`config.mk`:
```
export PLATFORM = sky130hd
export DESIGN_NAME = pca_front
export DESIGN_NICKNAME = d
export VERILOG_FILES = /design/src/rtl/pca_pkg.sv /design/src/rtl/pca_front.sv
export SDC_FILE = /design/constraint.sdc
export NUM_CORES = 1
export LEC_CHECK = 0
export BUFFER_PORTS_ARGS = -buffer_cell sky130_fd_sc_hd__buf_2
export CAP_MARGIN = 15
export CORE_UTILIZATION = 47
export DETAILED_ROUTE_END_ITERATION = 7
export GPL_TIMING_DRIVEN = 0
export PLACE_DENSITY = 0.84
export SETUP_SLACK_MARGIN = 0.2
export SLEW_MARGIN = 20
export SYNTH_ARGS = -nofsm -noshare
export SYNTH_HDL_FRONTEND = slang
export SYNTH_SLANG_ARGS = --single-unit
```
`constraint.sdc`:
```
create_clock -name clk -period 5.31 [get_ports clk]
set_clock_uncertainty 0.05 [all_clocks]
set_input_delay 1.062 -clock clk [delete_from_list [all_inputs] [get_ports clk]]
set_output_delay 1.062 -clock clk [all_outputs]
set_load 0.01 [all_outputs]
```
`src/rtl/pca_pkg.sv`:
```
`timescale 1ns / 1ps
// ----------------------------------------------------------------------------
// pca_pkg
// Shared widths, codes and the command word for the capacity allocator.
// ----------------------------------------------------------------------------
package pca_pkg;

	localparam int ID_W    = 5;
	localparam int BL_W    = 48;
	localparam int FR_W    = 32;
	localparam int SL_W    = 16;
	localparam int BPS_W   = 32;
	localparam int CAP_W   = SL_W + BPS_W;
	localparam int OTOT_W  = 53;
	localparam int PROD_W  = CAP_W + BL_W;
	localparam int HALF_W  = 24;
	localparam int MAX_STATIONS_DEF = 32;

	localparam logic [1:0] OP_REPORT = 2'd0;
	localparam logic [1:0] OP_QUERY  = 2'd1;
	localparam logic [1:0] OP_PLAN   = 2'd2;

	localparam logic [1:0] KIND_ENTRY = 2'd0;
	localparam logic [1:0] KIND_QUERY = 2'd1;
	localparam logic [1:0] KIND_EMPTY = 2'd2;

	typedef struct packed {
		logic [1:0]      opcode;
		logic [ID_W-1:0] station_id;
		logic [BL_W-1:0] backlog_bits;
		logic [FR_W-1:0] frame_number;
		logic [SL_W-1:0] dedicated_slots;
	} cmd_t;

endpackage

```
`src/rtl/pca_front.sv`:
```
`timescale 1ns / 1ps
// ----------------------------------------------------------------------------
// pca_front
// Accepts command words, drops unknown opcodes and queues the rest.
// ----------------------------------------------------------------------------
module pca_front import pca_pkg::*; (
	input  logic            clk,
	input  logic            arst_n,
	input  logic            start,
	input  logic [1:0]      opcode,
	input  logic [ID_W-1:0] station_id,
	input  logic [BL_W-1:0] backlog_bits,
	input  logic [FR_W-1:0] frame_number,
	input  logic [SL_W-1:0] dedicated_slots,
	output logic            busy,
	output logic            head_valid,
	output cmd_t            head,
	input  logic            pop
);

	cmd_t       entry_q [2];
	logic       wptr_q;
	logic       rptr_q;
	logic [1:0] count_q;
	logic       push;
	logic       do_pop;

	assign busy       = (count_q == 2'd2);
	assign head_valid = (count_q != 2'd0);
	assign head       = entry_q[rptr_q];
	assign push       = start && !busy && (opcode != 2'd3);
	assign do_pop     = pop && head_valid;

	always_ff @(posedge clk or negedge arst_n) begin
		if (!arst_n) begin
			wptr_q  <= 1'b0;
			rptr_q  <= 1'b0;
			count_q <= 2'd0;
		end else begin
			if (push) wptr_q <= !wptr_q;
			if (do_pop) rptr_q <= !rptr_q;
			count_q <= count_q + {1'b0, push} - {1'b0, do_pop};
		end
	end

	always_ff @(posedge clk) begin
		if (push) begin
			entry_q[wptr_q] <= '{opcode: opcode, station_id: station_id,
				backlog_bits: backlog_bits, frame_number: frame_number,
				dedicated_slots: dedicated_slots};
		end
	end

endmodule

```
---- Word-level counts from Yosys, hierarchy flattened ----
Memory sizes are Yosys's and may differ from the RTL's.
Cells that the tools add are included.
storage, ports and cells
  flip-flop bits (word level) ............. 4
  memory bits (writable) .................. 206
  input bits .............................. 107
  output and inout port bits .............. 105
  word-level logic and storage cells ...... 17
  memories ................................ 1
cells by class
  add/sub/neg operators ................... 2
  eq/ne operators ......................... 2
  multiplexer cells ....................... 2
  reductions and logical operators ........ 7
memory list
  memory   depth  width  rd ports  clocked after memory_dff  wr ports  RTL line         source
  entry_q  2      103    1         0                         1         pca_front.sv:21  cmd_t entry_q [2];
operator list
  operator                                    count
  logical AND 1 bit                           3
  zero test 1 bit                             3
  adder 2 x 1 -> 2 bit                        1
  equality test 2 bit, second input constant  1
  two-way mux 1 bit                           2
  != test 2 bit, second input constant        1
  nonzero test 2 bit                          1
  subtractor 2 x 1 -> 2 bit                   1

---- Longest topological paths before layout ----
  depth in word-level cells ............... 6
  depth in mapped cells ................... 7
  depth with buffers taken out ............ 7

---- Least setup slack after synthesis ----
Ideal clock, no wire load.
  path kind ............................... input to register
  start point ............................. input opcode[0]
  end point ............................... memory entry_q[0][0] (netlist bit) (enable)
  setup time .............................. 566 ps
  arrival ................................. 5570 ps
  required time ........................... 4694 ps
  path slack .............................. -876 ps
  cell stages on the path ................. 3
  path buffers ............................ 0
  cell sequence ........................... nand2_1 -> nand3b_1 -> nor2_1
between the ends
  longest elaborated chain between the ends .. 4
RTL lines
  item                                     RTL line         source
  start, declared                          pca_front.sv:10  input logic [1:0] opcode,
  != test 2 bit                            pca_front.sv:31  assign push = start && !busy && (opcode != 2'd3);
  logical AND 1 bit                        pca_front.sv:31
  two-way mux 1 bit                        pca_front.sv:47  if (push) begin
  two-way mux 1 bit (not written as such)  pca_front.sv:48  entry_q[wptr_q] <= '{opcode: opcode, station_id: station_id,
  end, declared                            pca_front.sv:21
Every way passes these cells.

==> results.txt <==
- For this run, the total global-route usage over all layers was measured as 0.164.
- After global routing the overflow that remains totals 0.
- Effective utilization at floorplan: 0.479
* Critical path capture point type: primary output
- The run finished with clean final reports.
- Average wire length per cell after detail routing: between 15 and 20 um
- After the first detailed-routing iteration, the DRC count stood at roughly 150.
* Average instance area after synthesis: ~23 um^2
* Total number of yosys warnings: 0
- Fraction of the yosys area taken by sequential cells: 0.797
- Counting every net in the synthesized netlist gives roughly 450.
- Post-synthesis register bit count: 210
- Clk slew on worst S/H paths: 0.05 ns
- Crit path required time: 4.20 ns
- Counting along the longest clock path gives a buffer depth of 3.
- Die Y: between 100 and 150 um
- Die area: 17300 um^2
- Entering global routing, the biggest net connects 28 pins.
* Highest attainable clock frequency: 0.346 GHz
- Worst hold margin: around 0.32 ns
- Across the VDD grid, the largest voltage drop is ~0.00035 V.
- In the finished design, the share of the clock period the worst path needs comes to 0.545.
* ANT nets after route: 0
- Max stage delay on crit path: 0.34 ns
* Leading cell type in the layout, fill and taps excluded: buf_2
- In the synthesized netlist, the number of instances is 340.
- Final max-slew violation count: 0
- The number of antenna violations at the first check in global routing was 1.
- Measured slew at the worst slew-check pin: around 0.54 ns
- The first global-routing pass estimated about 22000 um of wire.
* Commonest non-fill, non-tap cells in the layout: buf_2, edfxtp_1, mux2_4
* I/O pins: 212
* CP cell instances: buf_6 > buf_8 > buf_6 > mux2_4 > buf_2
- The slowest stage of the critical path is the dfrtp_1 cell.
- Before antenna repair, the detailed router went through 4 iterations.
* Most frequent cell on the critical path: buf_6
- Of all nets on the critical path, the largest fanout is 10.
- Buffers placed on the I/O ports in this run total 211.
- Insertion delay to the later sink of the worst-skew pair: approximately 0.48 ns
* CP startpoint kind: flip-flop
- Number of clock sinks seen by CTS: 210
- Total power consumption of the routed design: 5.47 mW
- Fin cells: roughly 820
* Post-CTS Hold Buffers: 0
* Syn-to-layout area delta: 28.7%
- At the end of routability-driven placement, the weighted congestion stood at 0.734.
- Synthesized cell area: between 7000 and 8000 um^2
* CTS tree: done
- The worst setup path is of the flip-flop to primary output kind.
- Placed wire-length estimate after detailed placement: between 9000 and 10000 um
- Number of vias per cell after detailed routing: between 4 and 5
* Vias in the first global route: between 4000 and 5000
- Clock tree root buffer cell: clkbuf_16
* Post-cts repair resize count: 0
* Via count: approximately 4000
- The tool flagged a number of max-cap violations equal to 0.
- Setup repair after global routing left no endpoint under its margin.
* Wirelength, routed: roughly 14000 um
- Fraction of final layout cells with drive strength greater than 1: 0.614
- Power spread over the standard cell area amounts to about 540 nW/um^2.
- For this run, design rule violations remaining after detail routing come to 0.
- The number of antenna diodes in the final layout is 0.
- Number of hold violations in the final report: 0
* Minimum period implied by the final worst setup slack: 2.89 ns
- The final layout contains 692 nets.
* Final count of negative-setup-slack endpoints: 0
- Die Width: roughly 130 um
- Standard cell core area: around 16000 um^2
- Row generation in the floorplan step produced 47 rows.
- Leakage power total: ~4.0 nW
- Data arrival, critical path: 1.78 ns
- In this run the number of H-tree levels came out at 1.
* Number of instances in the placed design: ~780
* TritonCTS buffer count: 22
- Distinct cell type count after synthesis: 17
- Hold crit path type: input port to asynchronous set/reset pin
- In this run the tightest slew margin relative to its limit is 0.641.
- After clock tree synthesis, the setup repair step added 0 buffers.
worst paths after layout:
path                                  from  slack, ns             end  cells past startpoint
worst max-delay path                rptr_q       2.42        head[70]                      5
worst min-delay path                arst_n       0.32          rptr_q                      1
worst max register to register  count_q[1]       3.09  entry_q[1][80]                      5
worst min register to register  count_q[1]       0.47      count_q[1]                      1
max in group asynchronous           arst_n       4.77          wptr_q                      1
min in group clk                count_q[1]       0.47      count_q[1]                      1
state kept, by name, summed over array words and instances (netlist names):
register and cells:
rptr_q 1, wptr_q 1, count_q 2, entry_q 206
cell type report:
| type | instances | area [um^2] |
|---|---|---|
| clock inverters | 13 | 140 |
| plain buffers | 12 | 114 |
| fillers | 1196 | 6310 |
| flip-flops and latches | 210 | 6290 |
| inverters | 2 | 7.51 |
| clock buffers | 27 | 591 |
| multi-input cells | 116 | 1500 |
| repair buffers | 219 | 1250 |
| well taps | 220 | 275 |
power by group:
part | internal [mW] | switching, mW | leakage (nW)
logic | 0.874 | 0.830 | 1.69
registers | 2.17 | 0.0753 | 1.94
clock network | 0.936 | 0.588 | 0.354
cells in the mapped netlist (all sizes together):
cell / n / share of area
edfxtp: 206 / 0.78
mux2: 103 / 0.18
buf: 12 / 0.014
dfrtp: 4 / 0.013
xnor2: 3 / 0.0033
ha: 2 / 0.0032
inv: 2 / 0.00095
nor2: 2 / 0.00095
and2: 1 / 0.00079
nand2: 1 / 0.00048
nand3b: 1 / 0.00095
nor2b: 1 / 0.00079
or2: 1 / 0.00079
xor2: 1 / 0.0011
kinds of logic (layout without fill, tap and decap cells):
family                   after synthesis  after routing  share of synthesized area
AND/OR/NAND/NOR                        7              7                    0.00476
XOR/XNOR                               4              4                    0.00444
adder cells (fa/ha/maj)                2              2                    0.00317
buffers and inverters                 14            273                     0.0154
flip-flops                           210            210                      0.797
multiplexers                         103            103                      0.176
per-layer routing:
layer,share of wire,wire [um],up-vias,GRT usage
li1,-,-,1832,-
met3,0.069,993,32,0.0421
met1,0.38,5480,1965,0.186
met2,0.52,7510,165,0.297
met5,0,0,-,0
met4,0.023,334,0,0.0562
metrics by stage:
step | setup TNS, ns | util | area [um^2] | setup WS (ns)
5_1_grt | 0 | 0.617 | 10200 | 2.34
6_report | 0 | 0.617 | 10200 | 2.42
4_1_cts | 0 | 0.617 | 10200 | 2.36
2_1_floorplan | -180.44 | - | 7890 | -0.876
3_5_place_dp | 0 | 0.572 | 9430 | 2.39
3_3_place_gp | -631.27 | 0.560 | 9220 | -3.07
critical path, delay by kind of cell (launching register included):
family   cells  cell delay, ns
buf+inv      4            0.62
flops        1            0.34
mux          1            0.32
Power figures use the tool's default switching activity.
